===== config.mk =====
export PLATFORM = sky130hd
export DESIGN_NAME = tpd_ctrl
export DESIGN_NICKNAME = d
export VERILOG_FILES = /design/src/hdl/tpd_pkg.sv /design/src/hdl/tpd_ctrl.sv
export SDC_FILE = /design/constraint.sdc
export NUM_CORES = 1
export LEC_CHECK = 0
export BUFFER_PORTS_ARGS = -buffer_cell sky130_fd_sc_hd__buf_2
export CAP_MARGIN = 20
export CORE_ASPECT_RATIO = 1.4
export CORE_MARGIN = 8
export CORE_UTILIZATION = 30
export DETAILED_ROUTE_END_ITERATION = 8
export PLACE_DENSITY = 0.54
export SLEW_MARGIN = 10
export SYNTH_ARGS = -nofsm -noshare
export SYNTH_HDL_FRONTEND = slang
export SYNTH_SLANG_ARGS = --single-unit

===== constraint.sdc =====
create_clock -name clk -period 1.9 [get_ports clk]
set_clock_uncertainty 0.05 [all_clocks]
set_input_delay 0.38 -clock clk [delete_from_list [all_inputs] [get_ports clk]]
set_output_delay 0.38 -clock clk [all_outputs]
set_load 0.02 [all_outputs]

===== src/hdl/tpd_pkg.sv =====
// shared constants, types and command codes for the tree path distance block
`timescale 1ns / 1ps
package tpd_pkg;
  localparam int MAX_NODES   = 1024;
  localparam int MAX_EDGES   = 2048;
  localparam int NODE_W      = $clog2(MAX_NODES);
  localparam int EIDX_W      = $clog2(MAX_EDGES);
  localparam int CUR_W       = EIDX_W + 1;
  localparam int WEIGHT_BITS = 16;
  localparam int DIST_W      = 32;
  localparam int SP_W        = NODE_W + 1;
  localparam int STK_W       = CUR_W + DIST_W;
  localparam int EINFO_W     = NODE_W + WEIGHT_BITS;

  localparam logic [CUR_W-1:0]  NO_EDGE   = CUR_W'(MAX_EDGES);
  localparam logic [CUR_W-1:0]  FULL_MARK = CUR_W'(MAX_EDGES - 2);
  localparam logic [DIST_W-1:0] DIST_MAX  = '1;

  localparam logic [1:0] OP_ADD   = 2'd0;
  localparam logic [1:0] OP_QUERY = 2'd1;
  localparam logic [1:0] OP_CLEAR = 2'd2;

  localparam logic [1:0] ST_OK       = 2'd0;
  localparam logic [1:0] ST_NOT_FOUND = 2'd1;
  localparam logic [1:0] ST_FULL     = 2'd2;

  typedef enum logic [3:0] {
    CMD_NONE,
    CMD_LOAD,
    CMD_HEAD_CLR,
    CMD_VIS_CLR,
    CMD_ROOT,
    CMD_ROOT_LD,
    CMD_EDGE_GOT,
    CMD_PUSH,
    CMD_POP,
    CMD_POP_LD,
    CMD_AP_RD,
    CMD_AP_WR,
    CMD_AP_LINK,
    CMD_AP_NEXT,
    CMD_OUT_ZERO,
    CMD_OUT_FOUND
  } dp_cmd_t;

  typedef struct packed {
    dp_cmd_t    cmd;
    logic [1:0] res;
  } dp_ctrl_t;

  typedef struct packed {
    logic [1:0] op;
    logic       a_eq_b;
    logic       full;
    logic       sweep_last;
    logic       cur_empty;
    logic       pop_last;
    logic       visited;
    logic       hit;
    logic       stack_full;
    logic       head_empty;
    logic       second;
  } dp_stat_t;
endpackage


===== src/hdl/tpd_ctrl.sv =====
// controller state machine sequencing edge inserts, clears and the walk
`timescale 1ns / 1ps
module tpd_ctrl (
  input  logic              clk,
  input  logic              rst_n,
  input  logic              start,
  output logic              busy,
  input  tpd_pkg::dp_stat_t stat,
  output tpd_pkg::dp_ctrl_t ctrl
);
  import tpd_pkg::*;

  typedef enum logic [4:0] {
    S_INIT, S_IDLE, S_DISPATCH, S_CLR, S_AP_RD, S_AP_WR, S_AP_LINK, S_AP_END,
    S_VCLR, S_ROOT, S_ROOT_LD, S_EDGE, S_POP_LD, S_EDGE_GOT, S_CHECK,
    S_OUT_OK, S_OUT_NF, S_OUT_FULL, S_OUT_FOUND
  } state_t;

  state_t state_r, state_nxt;

  always_comb begin
    state_nxt = state_r;
    ctrl.cmd  = CMD_NONE;
    ctrl.res  = ST_OK;
    case (state_r)
      S_INIT: begin
        ctrl.cmd = CMD_HEAD_CLR;
        if (stat.sweep_last) state_nxt = S_IDLE;
      end
      S_IDLE: begin
        if (start) begin
          ctrl.cmd  = CMD_LOAD;
          state_nxt = S_DISPATCH;
        end
      end
      S_DISPATCH: begin
        case (stat.op)
          OP_ADD:   state_nxt = stat.full ? S_OUT_FULL : S_AP_RD;
          OP_QUERY: state_nxt = stat.a_eq_b ? S_OUT_OK : S_VCLR;
          OP_CLEAR: state_nxt = S_CLR;
          default:  state_nxt = S_OUT_OK;
        endcase
      end
      S_CLR: begin
        ctrl.cmd = CMD_HEAD_CLR;
        if (stat.sweep_last) state_nxt = S_OUT_OK;
      end
      S_AP_RD: begin
        ctrl.cmd  = CMD_AP_RD;
        state_nxt = S_AP_WR;
      end
      S_AP_WR: begin
        ctrl.cmd  = CMD_AP_WR;
        state_nxt = stat.head_empty ? S_AP_END : S_AP_LINK;
      end
      S_AP_LINK: begin
        ctrl.cmd  = CMD_AP_LINK;
        state_nxt = S_AP_END;
      end
      S_AP_END: begin
        if (stat.second) begin
          state_nxt = S_OUT_OK;
        end else begin
          ctrl.cmd  = CMD_AP_NEXT;
          state_nxt = S_AP_RD;
        end
      end
      S_VCLR: begin
        ctrl.cmd = CMD_VIS_CLR;
        if (stat.sweep_last) state_nxt = S_ROOT;
      end
      S_ROOT: begin
        ctrl.cmd  = CMD_ROOT;
        state_nxt = S_ROOT_LD;
      end
      S_ROOT_LD: begin
        ctrl.cmd  = CMD_ROOT_LD;
        state_nxt = S_EDGE;
      end
      S_EDGE: begin
        if (stat.cur_empty) begin
          ctrl.cmd  = CMD_POP;
          state_nxt = stat.pop_last ? S_OUT_NF : S_POP_LD;
        end else begin
          state_nxt = S_EDGE_GOT;
        end
      end
      S_POP_LD: begin
        ctrl.cmd  = CMD_POP_LD;
        state_nxt = S_EDGE;
      end
      S_EDGE_GOT: begin
        ctrl.cmd  = CMD_EDGE_GOT;
        state_nxt = S_CHECK;
      end
      S_CHECK: begin
        if (stat.visited) begin
          state_nxt = S_EDGE;
        end else if (stat.hit) begin
          state_nxt = S_OUT_FOUND;
        end else if (stat.stack_full) begin
          state_nxt = S_EDGE;
        end else begin
          ctrl.cmd  = CMD_PUSH;
          state_nxt = S_EDGE;
        end
      end
      S_OUT_OK: begin
        ctrl.cmd  = CMD_OUT_ZERO;
        state_nxt = S_IDLE;
      end
      S_OUT_NF: begin
        ctrl.cmd  = CMD_OUT_ZERO;
        ctrl.res  = ST_NOT_FOUND;
        state_nxt = S_IDLE;
      end
      S_OUT_FULL: begin
        ctrl.cmd  = CMD_OUT_ZERO;
        ctrl.res  = ST_FULL;
        state_nxt = S_IDLE;
      end
      S_OUT_FOUND: begin
        ctrl.cmd  = CMD_OUT_FOUND;
        state_nxt = S_IDLE;
      end
      default: state_nxt = S_INIT;
    endcase
  end

  assign busy = (state_r != S_IDLE);

  always_ff @(posedge clk) begin
    if (!rst_n) begin
      state_r <= S_INIT;
    end else begin
      state_r <= state_nxt;
    end
  end
endmodule


==> results of run 1 <==
-- power groups by stage --
stage                     Combinational [uW]  Clock (uW)  Sequential [uW]
after floorplan                          481           0              143
after global placement                   747           0              158
after detailed placement                 755           0              158
after CTS                                987         130              171
after global routing                    1240         141              182
final                                   1160         126              179
-- per-layer routing --
metal,part of all wire (%),up-vias,track usage (%)
li1,-,551,-
met5,0,-,0
met3,5.4,8,2.42
met4,2.3,0,6.83
met2,52,44,27.1
met1,41,546,15.2
-- logic make-up (layout without fill, tap and decap cells) --
| logic type | count (synthesis) | after routing | synth area share (%) |
|---|---|---|---|
| AO/OA/AOI/OAI | 50 | 50 | 45.1 |
| buffers and inverters | 15 | 72 | 9.43 |
| XOR/XNOR | 1 | 1 | 1.20 |
| AND/OR/NAND/NOR | 45 | 45 | 30.5 |
| flip-flops | 5 | 5 | 13.7 |
-- layout make-up --
| class | count | area [sq um] |
|---|---|---|
| multi-input combinational | 96 | 733 |
| inverter | 5 | 21.3 |
| tap | 23 | 28.8 |
| timing repair buffer | 63 | 472 |
| clock buffer | 4 | 26.3 |
| fill | 215 | 938 |
| sequential | 5 | 119 |
-- per-stage QoR --
stage          TNS (ps)  setup slack, ps  hold slack [ps]  cell area (sq um)
3_3_place_gp      -44.3            -44.3              584               1000
3_5_place_dp      -59.1            -59.1              614               1000
6_report           -135            -56.2              383               1400
2_1_floorplan     -54.6            -54.6              469                747
5_1_grt            -433             -146              384               1400
4_1_cts            -125            -86.4              375               1290
-- worst paths after layout --
kind / start / slack, ps / depth (start not counted) / endpoint
setup / recovery: state_r[0] / -60 / 7 / ctrl[4]
hold / removal: rst_n / 380 / 2 / state_r[4]
setup reg to reg: state_r[2] / 40 / 5 / state_r[4]
hold reg to reg: state_r[1] / 620 / 3 / state_r[1]
-- cells in the mapped netlist (2+ instances only) --
cell / n
or3_1: 2
a21boi_0: 2
a211oi_1: 2
a41oi_1: 2
nand3_1: 2
nand3b_1: 2
o22ai_1: 3
buf_2: 4
a31oi_1: 5
nor2_1: 11
nand2b_1: 2
nor2b_1: 4
o211ai_1: 2
a21oi_1: 12
inv_1: 5
buf_1: 2
dfxtp_1: 5
nor3_1: 3
nand2_1: 14
o21bai_1: 4
clkbuf_1: 3
o21ai_0: 8
-- worst register-to-register path, stage by stage (launching register included) --
cell and delay, ps:
dfxtp_4 360, buf_4 160, or3_4 390, or3_4 330
or3_1 360, a21boi_1 130
-- what timing repair did --
action,CTS,global route
resized for setup,43,23
cloned,1,0
hold endpoints to repair,0,0
setup endpoints to repair,6,9
pin swaps,8,7
buffers inserted,15,3
==> flow_metrics.env, run 1 <==
export IMPL_outcome="finished with violations"
export IMPL_violations="negative setup slack"
export IMPL_timing_slew_headroom_pct=81.9
export IMPL_cts_hold_buf=0
export IMPL_layout_nets=189
export IMPL_min_period_ps=1960
export IMPL_top_register="state_r"
export IMPL_drtPass1Iterations=4
export IMPL_synth_edf_count=0
export IMPL_final_cell_mix="36 x buf_4, 17 x buf_2, 11 x nand2_1, 9 x nor2_1, 9 x buf_6"
export IMPL_p_switching_uw=657
export IMPL_vdd_drop_max_uv=432
export IMPL_grt_ovfl_total=0
export IMPL_setup_slack_ps=-56.2
export IMPL_syn_num_nets=131
export IMPL_final_util_pct=59.9
export IMPL_reg_top3="state_r: 5 flops"
export IMPL_drc=0
export IMPL_synth_async_reset_ratio_pct=0
export IMPL_drt_initial_drc_count=17
export IMPL_p_comb_share_pct=79.2
export IMPL_grt_use_total_pct=14.5
export IMPL_die_h_um=74.3
export IMPL_clock_path_buffers=2
export IMPL_cp_top_family="simple AND/OR/NAND/NOR gates"
export IMPL_syn_avg_cell_area_sq_um=6.29
export IMPL_yosysTopAreaCell="dfxtp_1"
export IMPL_cts_tree="done"
export IMPL_clock_sinks=5
export IMPL_grt_setup_unrepaired="true"
export IMPL_final_setup_viol_count=3
export IMPL_fmax_mhz=511
export IMPL_pwr_share_clk_pct=8.6
export IMPL_htree_num_levels=1
export IMPL_core_sq_mm=0.00234
export IMPL_post_dp_hpwl_um=2090
export IMPL_p_leak_uw=0.000596
export IMPL_worstMarginPinSlew_ps=270
export IMPL_worst_path_max_delay_cell="dfxtp_4"
export IMPL_yosysSeqAreaShare_pct=13.7
export IMPL_place_congestion=0.862
export IMPL_ios=22
export IMPL_placementRows=21
export IMPL_avgViaCountPerCell=5.86
export IMPL_critPathArrivalTime_ps=1530
export IMPL_synth_cell_types=39
export IMPL_period_share_pct=103
export IMPL_root_buffer="clkbuf_4"
export IMPL_diodes=0
export IMPL_wl_per_cell_um=16.4
export IMPL_start_util_pct=31.2
export IMPL_ys_warnings_count=0
export IMPL_dpl_cell_count=173
export IMPL_synthTopCellsByArea="dfxtp_1 14%, a21oi_1 8.2%, nand2_1 7.2%"
export IMPL_die_area_sq_mm=0.00429
export IMPL_slew_viol_final=0
export IMPL_cp_max_fo=3
export IMPL_slowest_delay_ps=350
export IMPL_drv_cap=0
export IMPL_wirelength_um=3220
export IMPL_swShare_pct=44.8
export IMPL_p_int_uw=811
export IMPL_startpoint_type="flip-flop"
export IMPL_hold_viol=0
export IMPL_portBuffers=21
export IMPL_fin_cells=196
export IMPL_largest_register_ff_count=5
export IMPL_drive_gt1_share_pct=59.5
export IMPL_synth_cells=116
export IMPL_grt_pass1_wl_um=5040
export IMPL_synth_top_area_share_pct=13.7
export IMPL_first_global_vias=1195
export IMPL_p_total_uw=1470
export IMPL_syn2layout_area_growth_pct=91.9
export IMPL_powerDensity_mw_per_mm2=1050
export IMPL_critical_path_class="flip-flop to output pin"
export IMPL_required_ps=1470
export IMPL_worstPathCellList="or2_4 > a21oi_4 > a2111oi_4 > buf_4 > nor2_2 > o21ai_2 > buf_6"
export IMPL_clk_latency_ps=240
export IMPL_clk_pin_slew_ps=50
export IMPL_vias=1149
export IMPL_synth_seq_cells=5
export IMPL_die_w_um=57.7
export IMPL_ant_nets=0
export IMPL_netlist_area_sq_um=729
export IMPL_cp_end_kind="output pin"
export IMPL_p_seq_share_pct=12.2
export IMPL_ys_flop_type="dfxtp_1"
export IMPL_hold_path_class="input pin to flip-flop"
export IMPL_worst_path_buf_inv=2
export IMPL_final_common_cell="buf_4"
export IMPL_cts_buffers=3
export IMPL_grt_start_max_net_pins=11
export IMPL_antenna_found_initial=0
(Power assumes the default switching activity.)
==> run 2: changes to the inputs <==
--- a/config.mk
+++ b/config.mk
@@ -5,7 +5,7 @@
 export SDC_FILE = /design/constraint.sdc
 export NUM_CORES = 1
 export LEC_CHECK = 0
-export BUFFER_PORTS_ARGS = -buffer_cell sky130_fd_sc_hd__buf_2
+export BUFFER_PORTS_ARGS = -buffer_cell sky130_fd_sc_hd__buf_4
 export CAP_MARGIN = 20
 export CORE_ASPECT_RATIO = 1.4
 export CORE_MARGIN = 8
==> run 2 against run 1 <==
Against the previous run: the flow still finishes with violations (negative setup slack); flip-flop and latch count did not move; non-clock buffer count fell by 1; register-to-register slack hardly changed; critical path depth is the same; routed wire length decreased by 3.9%; via count decreased by 1.7%.
==> flow_metrics.env, run 2 (same netlist as run 1, synthesis figures left out) <==
export IMPL_die_w_um=57.7
export IMPL_startpoint_type="flip-flop"
export IMPL_drt_initial_drc_count=40
export IMPL_slew_viol_final=0
export IMPL_grt_pass1_wl_um=4510
export IMPL_placementRows=21
export IMPL_layout_nets=188
export IMPL_cts_hold_buf=0
export IMPL_drive_gt1_share_pct=52.9
export IMPL_clk_latency_ps=240
export IMPL_cp_top_family="buffers and inverters"
export IMPL_grt_setup_unrepaired="true"
export IMPL_ant_nets=0
export IMPL_worst_path_max_delay_cell="dfxtp_2"
export IMPL_syn2layout_area_growth_pct=89.2
export IMPL_slowest_delay_ps=370
export IMPL_wl_met2_um=1640
export IMPL_r2r_start="state_r[2]"
export IMPL_grt_use_total_pct=12.9
export IMPL_drtPass1Iterations=4
export IMPL_wl_per_cell_um=15.9
export IMPL_cts_buffers=3
export IMPL_cp_max_fo=9
export IMPL_antenna_found_initial=0
export IMPL_fmax_mhz=495
export IMPL_outcome="finished with violations"
export IMPL_worst_path_buf_inv=3
export IMPL_route_top_layer_used="met4"
export IMPL_portBuffers=21
export IMPL_grt_ovfl_total=0
export IMPL_vdd_drop_max_uv=480
export IMPL_drc=0
export IMPL_violations="negative setup slack"
export IMPL_final_cell_mix="54 x buf_4, 13 x nand2_1, 9 x nor2_1, 9 x a21oi_1, 6 x o21ai_0"
export IMPL_worstMarginPinSlew_ps=342
export IMPL_vias=1129
export IMPL_start_util_pct=31.2
export IMPL_die_h_um=74.3
export IMPL_startpoint="state_r[0]"
export IMPL_required_ps=1470
export IMPL_period_share_pct=106
export IMPL_critical_path_class="flip-flop to output pin"
export IMPL_critPathArrivalTime_ps=1590
export IMPL_timing_slew_headroom_pct=77.2
export IMPL_hold_slack_ps=361
export IMPL_ios=22
export IMPL_post_dp_hpwl_um=2060
export IMPL_hold_start="rst_n"
export IMPL_finalSetupTns_ps=-309
export IMPL_htree_num_levels=1
export IMPL_largest_register_ff_count=5
export IMPL_avgViaCountPerCell=5.79
export IMPL_place_congestion=0.885
export IMPL_worstPathCellList="buf_8 > buf_4 > nand3b_1 > a21oi_1 > a21oi_1 > o22ai_2 > buf_6"
export IMPL_die_area_sq_mm=0.00429
export IMPL_cp_end_kind="output pin"
export IMPL_hold_viol=0
export IMPL_hold_path_class="input pin to flip-flop"
export IMPL_top_register="state_r"
export IMPL_powerDensity_mw_per_mm2=1040
export IMPL_diodes=0
export IMPL_clock_path_buffers=2
export IMPL_clk_pin_slew_ps=40
export IMPL_final_setup_viol_count=4
export IMPL_cts_tree="done"
export IMPL_grt_start_max_net_pins=13
export IMPL_reg_top3="state_r: 5 flops"
export IMPL_p_leak_uw=0.000576
export IMPL_first_global_vias=1040
export IMPL_clock_sinks=5
export IMPL_core_sq_mm=0.00234
export IMPL_final_common_cell="buf_4"
export IMPL_min_period_ps=2020
export IMPL_drv_cap=0
export IMPL_root_buffer="clkbuf_4"
export IMPL_wirelength_um=3090
export IMPL_wl_met1_um=1200
export IMPL_wl_met3_um=180
export IMPL_cpMostUsedCell="a21oi_1"
export IMPL_setup_slack_ps=-120
## run 2: cell type report
type                            count  area (sq um)
Tap cell                           23          28.8
Timing Repair Buffer               62           512
Clock buffer                        4          26.3
Fill cell                         201           958
Multi-Input combinational cell     96           676
Inverter                            5          23.8
Sequential cell                     5           114
## run 2: routing by layer
metal | track usage (%) | up-vias
li1 | - | 546
met1 | 13.3 | 533
met2 | 24.1 | 42
met3 | 2.77 | 8
met4 | 6.56 | 0
met5 | 0 | -
## run 2: stage by stage
step / instances / cell area, sq um / total power, uW / util (%) / setup slack (ps)
floorplan: 116 / 747 / 623 / - / -54.6
global placement: 172 / 1050 / 940 / 44.8 / -52.3
detailed placement: 172 / 1050 / 941 / 44.8 / -128
CTS: 180 / 1160 / 1150 / 49.4 / -104
global route: 195 / 1380 / 1530 / 59.0 / -268
finish: 195 / 1380 / 1430 / 59.0 / -120
## run 2: worst paths after layout
path / end / slack [ps] / cells after the start
setup reg to reg: state_r[4] / 50 / 5
hold reg to reg: state_r[1] / 640 / 3
setup / recovery: ctrl[3] / -120 / 7
hold / removal: state_r[0] / 360 / 2
## run 2: power breakdown
part           total [uW]  switching (uW)  internal (uW)
logic                1130             527            599
clock network         123            43.2           79.4
registers             184            47.1            137
total                1430             617            815
## run 2: what timing repair did
action	4_1_cts	5_1_grt
gates resized for setup	21	26
setup buffers	4	15
setup endpoints to repair	5	8
pin swaps	4	7
